==> src/hw/rtl/sfsr_pkg.sv <==
// shared types and constants for the single float square root block
package sfsr_pkg;

    localparam int unsigned ROOT_STEPS_DEF = 25;
    localparam int unsigned WORD_W = 32;

    localparam logic [31:0] MANT_MASK    = 32'h007f_ffff;
    localparam logic [31:0] EXP_MASK     = 32'h7f80_0000;
    localparam logic [31:0] HIDDEN_BIT   = 32'h0080_0000;
    localparam logic [31:0] EXP_OFS_ODD  = 32'h2000_0000;
    localparam logic [31:0] EXP_OFS_EVEN = 32'h1f80_0000;
    localparam logic [31:0] TOP_BIT      = 32'h8000_0000;
    localparam logic [31:0] ROUND_ADD    = 32'h0000_0100;
    localparam logic [31:0] ROUND_BIT    = 32'h0000_0080;

    typedef enum logic [1:0] {
        STATUS_NORMAL = 2'd0,
        STATUS_ZERO   = 2'd1,
        STATUS_NEG    = 2'd2
    } status_t;

    typedef enum logic [1:0] {
        ST_IDLE = 2'd0,
        ST_RUN  = 2'd1
    } state_t;

    typedef struct packed {
        logic        take;
        logic [31:0] trial;
        logic [31:0] delta;
    } step_res_t;

endpackage

==> src/hw/rtl/sfsr_step.sv <==
// one restoring square root step: shifts, trial sum and compare
module sfsr_step #(
    parameter int unsigned STEP_W = 5
) (
    input  logic [STEP_W-1:0]  step,
    input  logic [31:0]        root,
    input  logic [31:0]        sq,
    input  logic [31:0]        target,
    output sfsr_pkg::step_res_t res
);

    logic [STEP_W:0] step_x;
    logic [STEP_W:0] half_amt;
    logic [31:0]     root_sh;
    logic [31:0]     half;
    logic [31:0]     delta;
    logic [31:0]     trial;

    always_comb
    begin
        step_x   = {1'b0, step};
        half_amt = {step, 1'b1};
        delta    = (step_x >= (STEP_W+1)'(32)) ? 32'd0 : (sfsr_pkg::TOP_BIT >> step);
        root_sh  = (step_x >= (STEP_W+1)'(32)) ? 32'd0 : (root >> step);
        half     = (half_amt >= (STEP_W+1)'(32)) ? 32'd0 : (sfsr_pkg::TOP_BIT >> half_amt);
        trial    = sq + root_sh + half;
        res.take  = (trial <= target);
        res.trial = trial;
        res.delta = delta;
    end

endmodule

==> src/hw/rtl/sfsr_pack.sv <==
// rounding of the root and packing with the halved exponent
module sfsr_pack (
    input  logic [31:0] root,
    input  logic [31:0] expo,
    output logic [31:0] packed_bits
);

    logic [31:0] rounded;

    always_comb
    begin
        rounded     = ((root & sfsr_pkg::ROUND_BIT) != 32'd0) ? (root + sfsr_pkg::ROUND_ADD)
                                                              : root;
        packed_bits = ((rounded >> 8) & sfsr_pkg::MANT_MASK) | expo;
    end

endmodule

==> src/hw/rtl/single_float_square_root_top.sv <==
// top level of the single float square root block: sequencer and registers
//
// usage:
//   raise start with a word on operand_bits while busy is low; the word is
//   taken at that clock edge and busy stays high until the root is done.
//   the result word appears on root_bits and status, marked by done, which is
//   high for exactly one cycle; the receiver cannot stall and must take it then.
// sequence:
//   zero input and a set sign bit finish at once: done is registered at the
//   accepting edge and busy never rises.
//   other words compute one root bit per step on the shared step unit, up to
//   ROOT_STEPS steps, ending early on an exact square; the root is then
//   rounded and packed into a registered result word marked by done.
// throughput:
//   one word at a time; a new word may be taken in the cycle done is high.
// reset:
//   rst_n low clears the sequencer and the done strobe at once; no word is
//   in flight after reset.
module single_float_square_root_top #(
    parameter int unsigned ROOT_STEPS = sfsr_pkg::ROOT_STEPS_DEF
) (
    input  logic        clk,
    input  logic        rst_n,
    input  logic        start,
    output logic        busy,
    input  logic [31:0] operand_bits,
    output logic        done,
    output logic [31:0] root_bits,
    output logic [1:0]  status
);

    localparam int unsigned STEP_W = $clog2(ROOT_STEPS + 1);

    sfsr_pkg::state_t    state_reg, state_next;
    logic [STEP_W-1:0]   step_reg, step_next;
    logic [31:0]         target_reg, target_next;
    logic [31:0]         expo_reg, expo_next;
    logic [31:0]         root_reg, root_next;
    logic [31:0]         sq_reg, sq_next;
    logic                done_reg, done_next;
    logic [31:0]         out_bits_reg, out_bits_next;
    sfsr_pkg::status_t   out_status_reg, out_status_next;

    logic                accept;
    logic                special;
    logic                finish;
    logic [31:0]         target_in;
    sfsr_pkg::step_res_t step_res;
    logic [31:0]         packed_bits;

    sfsr_step #(
        .STEP_W (STEP_W)
    ) u_step (
        .step   (step_reg),
        .root   (root_reg),
        .sq     (sq_reg),
        .target (target_reg),
        .res    (step_res)
    );

    sfsr_pack u_pack (
        .root        (root_reg),
        .expo        (expo_reg),
        .packed_bits (packed_bits)
    );

    assign busy      = (state_reg != sfsr_pkg::ST_IDLE);
    assign accept    = start && !busy;
    assign special   = (operand_bits == 32'd0) || operand_bits[31];
    assign finish    = (sq_reg == target_reg) || (step_reg >= STEP_W'(ROOT_STEPS));
    assign target_in = ((operand_bits & sfsr_pkg::MANT_MASK) | sfsr_pkg::HIDDEN_BIT) << 8;

    // next state
    always_comb
    begin
        state_next = state_reg;
        case (state_reg)
            sfsr_pkg::ST_IDLE:
            begin
                if (accept && !special)
                begin
                    state_next = sfsr_pkg::ST_RUN;
                end
            end
            sfsr_pkg::ST_RUN:
            begin
                if (finish)
                begin
                    state_next = sfsr_pkg::ST_IDLE;
                end
            end
            default:
            begin
                state_next = sfsr_pkg::ST_IDLE;
            end
        endcase
    end

    // datapath and outputs
    always_comb
    begin
        step_next       = step_reg;
        target_next     = target_reg;
        expo_next       = expo_reg;
        root_next       = root_reg;
        sq_next         = sq_reg;
        done_next       = 1'b0;
        out_bits_next   = out_bits_reg;
        out_status_next = out_status_reg;
        case (state_reg)
            sfsr_pkg::ST_IDLE:
            begin
                if (accept)
                begin
                    if (operand_bits == 32'd0)
                    begin
                        done_next       = 1'b1;
                        out_bits_next   = 32'd0;
                        out_status_next = sfsr_pkg::STATUS_ZERO;
                    end
                    else if (operand_bits[31])
                    begin
                        done_next       = 1'b1;
                        out_bits_next   = operand_bits;
                        out_status_next = sfsr_pkg::STATUS_NEG;
                    end
                    else
                    begin
                        step_next = '0;
                        root_next = 32'd0;
                        sq_next   = 32'd0;
                        if ((operand_bits & sfsr_pkg::HIDDEN_BIT) != 32'd0)
                        begin
                            target_next = target_in >> 1;
                            expo_next   = ((operand_bits >> 1) & sfsr_pkg::EXP_MASK)
                                          + sfsr_pkg::EXP_OFS_ODD;
                        end
                        else
                        begin
                            target_next = target_in;
                            expo_next   = ((operand_bits >> 1) & sfsr_pkg::EXP_MASK)
                                          + sfsr_pkg::EXP_OFS_EVEN;
                        end
                    end
                end
            end
            sfsr_pkg::ST_RUN:
            begin
                if (finish)
                begin
                    done_next       = 1'b1;
                    out_bits_next   = packed_bits;
                    out_status_next = sfsr_pkg::STATUS_NORMAL;
                end
                else
                begin
                    step_next = step_reg + STEP_W'(1);
                    if (step_res.take)
                    begin
                        root_next = root_reg + step_res.delta;
                        sq_next   = step_res.trial;
                    end
                end
            end
            default:
            begin
                done_next = 1'b0;
            end
        endcase
    end

    always_ff @(posedge clk or negedge rst_n)
    begin
        if (!rst_n)
        begin
            state_reg <= sfsr_pkg::ST_IDLE;
            done_reg  <= 1'b0;
            step_reg  <= '0;
        end
        else
        begin
            state_reg <= state_next;
            done_reg  <= done_next;
            step_reg  <= step_next;
        end
    end

    always_ff @(posedge clk)
    begin
        target_reg     <= target_next;
        expo_reg       <= expo_next;
        root_reg       <= root_next;
        sq_reg         <= sq_next;
        out_bits_reg   <= out_bits_next;
        out_status_reg <= out_status_next;
    end

    assign done      = done_reg;
    assign root_bits = out_bits_reg;
    assign status    = out_status_reg;

`ifndef SYNTHESIS
    a_done_has_source: assert property (@(posedge clk) disable iff (!rst_n)
        done_reg |-> $past(state_reg == sfsr_pkg::ST_RUN || accept))
        else $error("done without a word in flight");

    a_step_bound: assert property (@(posedge clk) disable iff (!rst_n)
        step_reg <= STEP_W'(ROOT_STEPS))
        else $error("step counter beyond limit");

    a_target_holds: assert property (@(posedge clk) disable iff (!rst_n)
        (state_reg == sfsr_pkg::ST_RUN && $past(state_reg == sfsr_pkg::ST_RUN))
        |-> $stable(target_reg))
        else $error("target changed during root");

    a_sq_below_target: assert property (@(posedge clk) disable iff (!rst_n)
        (state_reg == sfsr_pkg::ST_RUN) |-> (sq_reg <= target_reg))
        else $error("running square above target");

    a_no_busy_on_special: assert property (@(posedge clk) disable iff (!rst_n)
        (accept && special) |=> !busy && done_reg)
        else $error("special word did not finish at once");
`endif

endmodule

==> config.mk <==
export PLATFORM = sky130hd
export DESIGN_NAME = single_float_square_root_top
export DESIGN_NICKNAME = d
export VERILOG_FILES = /design/src/hw/rtl/sfsr_pkg.sv /design/src/hw/rtl/sfsr_step.sv /design/src/hw/rtl/sfsr_pack.sv /design/src/hw/rtl/single_float_square_root_top.sv
export SDC_FILE = /design/constraint.sdc
export NUM_CORES = 1
export LEC_CHECK = 0
export BUFFER_PORTS_ARGS = -buffer_cell sky130_fd_sc_hd__buf_2
export CAP_MARGIN = 40
export CORE_UTILIZATION = 50
export DETAILED_ROUTE_END_ITERATION = 8
export GPL_ROUTABILITY_DRIVEN = 0
export PLACE_DENSITY_LB_ADDON = 0.15
export SYNTH_ARGS = -nofsm -noshare
export SYNTH_HDL_FRONTEND = slang
export SYNTH_SLANG_ARGS = --single-unit
==> constraint.sdc <==
create_clock -name clk -period 25.1 [get_ports clk]
set_clock_uncertainty 0.15 [all_clocks]
set_input_delay 5.02 -clock clk [delete_from_list [all_inputs] [get_ports clk]]
set_output_delay 5.02 -clock clk [all_outputs]
set_load 0.005 [all_outputs]
==> flow_metrics.tcl, run 1 <==
set metrics [dict create \
    rows 57 \
    fin_setup_tns_ps 0 \
    grt_max_degree 77 \
    dieWidth_um 159 \
    cts_root_buf "clkbuf_16" \
    synth_xor_area_share_pct 7.40 \
    dr.pass1.iters 5 \
    grt_usage_pct 28.2 \
    synth-edff-count 132 \
    maxSlewHeadroom_pct 41.9 \
    synth_top_cell_area_share_pct 32.2 \
    via_count 10100 \
    cts_made_buffers 17 \
    synth_area_per_cell_um2 9.29 \
    rr_endpoint "root_reg[14]" \
    synth.distinct_cells 74 \
    ys_seq_area_share_pct 33.6 \
    final_hold_viol_count 0 \
    rsz0062_at_grt "no" \
    grt_pass1_vias 9610 \
    synth_ff_type "edfxtp_1" \
    drc 0 \
    detail_route.wl_per_cell_um 20.6 \
    async_reset_ff_share_pct 5.04 \
    synth_top_area_cell "edfxtp_1" \
    arrival_ps 8060 \
    period_needed_ps 8150 \
    overflow 0 \
    synth_compound_area_share_pct 14.2 \
    crit_type "register to register" \
    cp-end-kind "register" \
    min_path_cells 2 \
    fin_crit_sh_pct 32.5 \
    fill_cells 2217 \
    initialDrtViolationCount 974 \
    hold_path.class "register to register" \
    drt-total-wl_um 35200 \
    nets 1537 \
    synthSimpleGateAreaFrac_pct 16.6 \
    setup_viol 0 \
    dp_hpwl_um 27200 \
    ys.warnings.count 0 \
    cts_sinks 139 \
    syn_inst 1325 \
    synthAdderAreaFrac_pct 14.2 \
    start_util_pct 50.8 \
    synth_area_um2 12300 \
    startpoint_type "register" \
    max-clock-path-buffers 2 \
    crit_top_cell "o21ai_0" \
    fmaxAchievable_ghz 0.123 \
    rrSetupSlack_ps 16950 \
    synth_seq_cells 139 \
    clk_latency_ps 430 \
    tightest_slew_ps 872 \
    worst-path-max-fanout 55 \
    postRouteAntennaNets 0 \
    holdBufCountCts 0 \
    clkTransAtPathRegs_ps 70 \
    port_buffers 70 \
    seq_area_um2 4140 \
    multiInputGateArea_um2 7610 \
    synth_nets 1489 \
    drive_gt1_share_pct 13.2 \
    drv_cap 0 \
    synthMuxAreaShare_pct 9.14 \
    antenna_cells 0 \
    io-pin-count 71 \
    status "complete, no violations" \
    dieArea_um2 25300 \
    area.growth.synth_to_final_pct 10.4 \
    ctsResizeCount 0 \
    via_per_inst 5.89 \
    hp-start "expo_reg[30]" \
    cts_setup_buffers 0 \
    htreeDepth 4 \
    slowest_stage "dfrtp_1" \
    critPathRequiredTime_ps 25010 \
    slowest_delay_ps 910 \
    synth_top_family_by_area "simple AND/OR/NAND/NOR gates" \
    holdPathEnd "root_bits[30]" \
    reg2reg_from "step_reg[4]" \
    tritoncts "yes" \
    core_um2 24200 \
    crit_chain "clkinv_1 > nand2_1 > o22a_1 > fa_1 > inv_1 > ha_1 > a2111oi_0 > o21ai_0 > o21ai_0 > o31ai_2 > a311oi_2 > o221ai_1 > xor2_1 > ha_1 > a21o_1 > a21o_1 > a21oi_1 > nor2_1 > a2111oi_0 > o21ai_0 > a31oi_4 > buf_4" \
    dieHeight_um 159 \
    final_max_slew_viol_count 0 \
    antenna_found_initial 0 \
    synthTopCellsByArea "edfxtp_1, ha_1, xnor2_1" \
    grt_pass1_wl_um 54600 \
    worstRegToRegCells 22 \
]
==> cell type report <==
class | count | share of cell area [%]
Tap cell | 324 | 2.98
Clock buffer | 17 | 3.13
Inverter | 107 | 2.95
Timing Repair Buffer | 80 | 3.22
Clock inverter | 15 | 1.25
Multi-Input combinational cell | 1028 | 56.0
Sequential cell | 139 | 30.5
==> critical path, delay by kind of cell (launching register included) <==
family,cells,cell delay [ps]
compound gates,13,3380
xor+xnor,1,240
fa+ha+maj,3,1020
flops,1,910
simple gates,2,500
buf+inv,3,1510
==> per-stage QoR <==
step	instance area (µm²)	utilization (%)	cells	setup slack, ps	hold slack, ps
after floorplan	12300	-	1325	11190	345
after global placement	13000	53.5	1677	16780	364
after detailed placement	13000	53.6	1678	16720	363
after CTS	13600	56.1	1710	17030	373
after global routing	13600	56.1	1710	16410	408
final	13600	56.1	1710	16950	367
==> routing by layer <==
metal | up-vias | share of wire, % | global-route usage, %
met5 | - | 0 | 0
met2 | 345 | 45 | 42.9
met4 | 0 | 2.3 | 8.65
met1 | 4802 | 46 | 40.7
met3 | 52 | 6.9 | 5.08
li1 | 4878 | - | -
==> cells in the final DEF, fill, tap and decap left out, types with 28 or more instances in the layout <==
cell type,count
nor2_1,128
mux2_2,32
inv_1,103
xnor2_1,65
a21o_1,29
o21ai_0,55
nand2_1,129
nand4_1,31
xor2_1,39
a21oi_1,108
buf_2,70
nand3_1,28
and2_1,31
ha_1,111
mux2i_1,36
edfxtp_1,132
==> cell usage after synthesis, types with 28 or more instances <==
cell type	number
nand2_1	129
mux2i_1	36
ha_1	111
nand4_1	31
xor2_1	39
and2_1	31
mux2_2	32
edfxtp_1	132
a21o_1	29
o21ai_0	55
inv_1	103
nor2_1	128
a21oi_1	109
clkbuf_1	39
nand3_1	28
xnor2_1	65
==> how the worst max path moves through the flow <==
stage	startpoint	to	slack, ps	depth (start not counted)
finish	step_reg[4]	root_reg[14]	16950	22
global route	step_reg[1]	sq_reg[9]	16410	25
CTS	step_reg[1]	sq_reg[9]	17030	25
detailed placement	operand_bits[23]	root_reg[14]	16720	8
global placement	operand_bits[23]	root_reg[3]	16780	8
floorplan	operand_bits[24]	root_reg[0]	11190	9
==> logic make-up after synthesis <==
family,after synthesis
XOR/XNOR,104
AND/OR/NAND/NOR,430
flip-flops,139
buffers and inverters,158
AO/OA/AOI/OAI,279
adder cells (fa/ha/maj),129
multiplexers,86
Power of run 1 is not shown: default switching activity piles up to over one toggle a cycle in this logic, so the estimate is an artifact.
==> inputs of run 2 (changes only) <==
==> constraint.sdc (replaced) <==
create_clock -name clk -period 6.75 [get_ports clk]
set_clock_uncertainty 0.15 [all_clocks]
set_input_delay 1.35 -clock clk [delete_from_list [all_inputs] [get_ports clk]]
set_output_delay 1.35 -clock clk [all_outputs]
set_load 0.005 [all_outputs]
==> run 2 against run 1 <==
Effect of this change: cell area rose by 5.6%; count of clock-buffer cells in the layout did not move; global-route usage up 0.92 points; cell count increased by 3.5%; fmax increased by 24%; routed wire length is 6.7% higher; non-clock buffer count rose by 59; setup slack worse by 17000 ps; register-to-register slack got worse by 17000 ps; core utilization increased by 3.1 points; highest routed layer unchanged.
==> flow_metrics.tcl, run 2 (synthesis gave the netlist of run 1 again) <==
set metrics [dict create \
    status "complete, no violations" \
    final_hold_viol_count 0 \
    multiInputGateArea_um2 7790 \
    clkTransAtPathRegs_ps 70 \
    worst-path-max-fanout 15 \
    pre_cts_slack_ps 10.6 \
    start_util_pct 50.8 \
    tritoncts "yes" \
    dr.pass1.iters 5 \
    maxSlewHeadroom_pct 45.7 \
    setup_viol 0 \
    initialDrtViolationCount 1109 \
    antenna_found_initial 0 \
    clk_latency_ps 440 \
    via_count 10600 \
    via_per_inst 6.00 \
    fill_cells 2134 \
    cts_sinks 139 \
    fin_crit_sh_pct 97.7 \
    overflow 0 \
    grt_usage_pct 29.1 \
    max-clock-path-buffers 2 \
    arrival_ps 6590 \
    cts_made_buffers 17 \
    antenna_cells 0 \
    detail_route.wl_per_cell_um 21.2 \
    slowest_stage "mux4_2" \
    final_cell_mix "edfxtp_1, nand2_1, nor2_1" \
    core_um2 24200 \
    drt-total-wl_um 37500 \
    final_max_slew_viol_count 0 \
    port_buffers 70 \
    rows 57 \
    drc 0 \
    startpoint_type "register" \
    drv_cap 0 \
    place_area_um2 13400 \
    period_needed_ps 6590 \
    drive_gt1_share_pct 18.8 \
    tightest_slew_ps 814 \
    hold_path.class "register to register" \
    cp-end-kind "register" \
    grt_pass1_wl_um 56500 \
    design_area_um2 14400 \
    io-pin-count 71 \
    dieHeight_um 159 \
    seq_area_um2 4140 \
    grt_pass1_vias 9807 \
    cts_root_buf "clkbuf_16" \
    postRouteAntennaNets 0 \
    fmaxAchievable_ghz 0.152 \
    htreeDepth 4 \
    nets 1596 \
    slowest_delay_ps 470 \
    critPathRequiredTime_ps 6740 \
    mostFrequentLayoutCell "edfxtp_1" \
    dieArea_um2 25300 \
    crit_type "register to register" \
    dp_hpwl_um 28700 \
    final_util_pct 59.2 \
    dieWidth_um 159 \
    grt_max_degree 74 \
    area.growth.synth_to_final_pct 16.6 \
    holdBufCountCts 0 \
    worst_slack_ps 157 \
    crit_top_cell "buf_4" \
]
## run 2: cell type report
class                   instances  share of cell area [%]
multi-input cells            1028                    54.2
clock buffers                  17                    2.96
inverters                     107                    2.82
flip-flops and latches        139                    28.9
well taps                     324                    2.82
clock inverters                15                    1.33
repair buffers                139                    6.95
## run 2: what timing repair did
action,4_1_cts,5_1_grt
gates cloned,0,2
pin swaps,0,13
gates resized for setup,1,27
setup endpoints to repair,52,64
buffers inserted,0,17
## run 2: worst max-delay path, delay by kind of cell (launching register included)
| kind | cells | cell delay (ps) |
|---|---|---|
| AO/OA/AOI/OAI | 13 | 2090 |
| XOR/XNOR | 1 | 240 |
| adder cells (fa/ha/maj) | 4 | 1190 |
| buffers and inverters | 9 | 1360 |
| flip-flops | 1 | 410 |
| multiplexers | 2 | 630 |
| AND/OR/NAND/NOR | 2 | 220 |
## run 2: final timing paths
kind                                    from             to  slack, ps  depth (start not counted)
worst max-delay path             step_reg[1]     sq_reg[31]        160                         31
worst min-delay path            expo_reg[23]  root_bits[23]        390                          2
worst max register to register   step_reg[1]     sq_reg[31]        160                         31
worst min register to register  expo_reg[23]  root_bits[23]        390                          2
max in group asynchronous              rst_n   state_reg[0]       5570                          1
min in group asynchronous              rst_n    step_reg[0]        630                          1
## run 2: metrics by stage
step,std cells,hold WS (ps),TNS [ps]
floorplan,1325,345,-6940
global placement,1716,360,0
detailed placement,1718,375,0
CTS,1750,394,0
global route,1769,407,-536
finish,1769,393,0
## run 2: layer usage
layer  wire length (µm)  vias to the layer above  track usage (%)
met3               2680                       63             3.57
met2              16800                      435             44.0
li1                   -                     4988                -
met5                  0                        -                0
met1              17000                     5132             43.0
met4               1040                        0             9.79
Power of run 2 is left out for the same reason.
==> inputs of run 3 (changes only) <==
--- a/config.mk
+++ b/config.mk
@@ -5,10 +5,10 @@
 export SDC_FILE = /design/constraint.sdc
 export NUM_CORES = 1
 export LEC_CHECK = 0
-export BUFFER_PORTS_ARGS = -buffer_cell sky130_fd_sc_hd__buf_2
 export CAP_MARGIN = 40
 export CORE_UTILIZATION = 50
 export DETAILED_ROUTE_END_ITERATION = 8
+export DONT_BUFFER_PORTS = 1
 export GPL_ROUTABILITY_DRIVEN = 0
 export PLACE_DENSITY_LB_ADDON = 0.15
 export SYNTH_ARGS = -nofsm -noshare
==> run 3 against run 2 <==
Effect of this change: critical path depth decreased by 3; register-to-register slack improved by 70 ps; die area unchanged; cell count decreased by 4.1%; cell area decreased by 2.8%; routed wire length decreased by 1.5%; sequential share of layout area increased by 0.83 points; non-clock buffer count decreased by 73; global-route usage about the same; count of clock-buffer cells in the layout unchanged; worst hold slack got worse by 6.6 ps; setup slack improved by 74 ps.
==> flow_metrics.tcl, run 3 (synthesis gave the netlist of run 1 again) <==
set metrics [dict create \
    status "complete, no violations" \
    fmaxAchievable_ghz 0.153 \
    tritoncts "yes" \
    final_cell_mix "edfxtp_1, nor2_1, nand2_1" \
    final_util_pct 57.6 \
    design_area_um2 14000 \
    dp_cells 1654 \
    dr.pass1.iters 7 \
    cts_sinks 139 \
    grt_max_degree 87 \
    overflow 0 \
    hold_path.class "register to register" \
    setup_viol 0 \
    detail_route.wl_per_cell_um 21.8 \
    cts_made_buffers 17 \
    drc 0 \
    mostFrequentLayoutCell "edfxtp_1" \
    seq_area_um2 4150 \
    startpoint_type "register" \
    drive_gt1_share_pct 14.1 \
    tightest_slew_ps 896 \
    critPathTopFamily "compound AO/OA/AOI/OAI gates" \
    arrival_ps 6500 \
    fin_crit_sh_pct 96.6 \
    whs_ps 387 \
    critPathRequiredTime_ps 6730 \
    drv_cap 0 \
    initialDrtViolationCount 1062 \
    antenna_found_initial 0 \
    dp_hpwl_um 28300 \
    via_count 10300 \
    dieHeight_um 159 \
    postRouteAntennaNets 0 \
    place_area_um2 13100 \
    slowest_delay_ps 540 \
    hp-start "expo_reg[25]" \
    core_um2 24200 \
    crit_type "register to register" \
    start_util_pct 50.8 \
    via_per_inst 6.06 \
    reg2reg_from "step_reg[0]" \
    maxSlewHeadroom_pct 40.2 \
    final_max_slew_viol_count 0 \
    io-pin-count 71 \
    crit_top_cell "buf_4" \
    holdBufCountCts 0 \
    drt-total-wl_um 36900 \
    max-clock-path-buffers 2 \
    path_buf_inv 7 \
    grt_usage_pct 29.0 \
    port_buffers 0 \
    nets 1523 \
    cts_root_buf "clkbuf_16" \
    rrSetupSlack_ps 230 \
    multiInputGateArea_um2 7740 \
    period_needed_ps 6520 \
    fill_cells 2149 \
    critical_path.startpoint "step_reg[0]" \
    dieWidth_um 159 \
    grt_pass1_vias 9771 \
    grt_pass1_wl_um 56200 \
    rows 57 \
    final_hold_viol_count 0 \
    stdcell_count 1696 \
    slowest_stage "mux4_2" \
    clk_latency_ps 440 \
    antenna_cells 0 \
    cp-end-kind "register" \
    clkTransAtPathRegs_ps 70 \
    htreeDepth 4 \
    dieArea_um2 25300 \
    worst-path-max-fanout 28 \
    area.growth.synth_to_final_pct 13.3 \
]
-- run 3: cell types whose count changed in the layout (fill, tap and decap cells not counted), moves of 2 or more --
cell and delta:
buf_2 -70, buf_4 -4, inv_8 -3, mux2i_1 +2
-- run 3: area by class of cell --
type | count | share of cell area, %
clock buffer | 17 | 3.05
clock inverter | 15 | 1.37
inverter | 107 | 2.90
multi-input combinational | 1028 | 55.5
sequential | 139 | 29.7
tap | 324 | 2.90
timing repair buffer | 66 | 4.60
-- run 3: layer usage --
layer	vias up	GRT usage, %	routed length [µm]
met2	451	43.4	16000
li1	4840	-	-
met1	4912	41.6	16800
met4	0	11.5	1320
met3	79	5.37	2770
met5	-	0	0
-- run 3: per-stage QoR --
stage	setup TNS, ps	worst slack, ps
floorplan	-6940	-108
detailed placement	0	92.2
global route	-1400	-48.3
global placement	0	132
finish	0	231
CTS	0	69.6
-- run 3: worst min-delay path: stages, from the launching register on --
cell	delay (ps)
edfxtp_1	320
nand2_1	50
o31ai_1	60
-- run 3: path summary, 6_finish.rpt --
| kind | endpoint | cells after the start |
|---|---|---|
| setup reg to reg | root_reg[21] | 28 |
| max in group asynchronous | state_reg[0] | 0 |
| setup / recovery | root_reg[21] | 28 |
| min in group asynchronous | done | 0 |
| hold / removal | root_bits[25] | 2 |
| hold reg to reg | root_bits[25] | 2 |
-- run 3: repair_timing --
item,4_1_cts,5_1_grt
endpoints found under the setup margin,0,64
setup buffers,0,6
gates resized for setup,0,20
Power of run 3 is left out for the same reason.
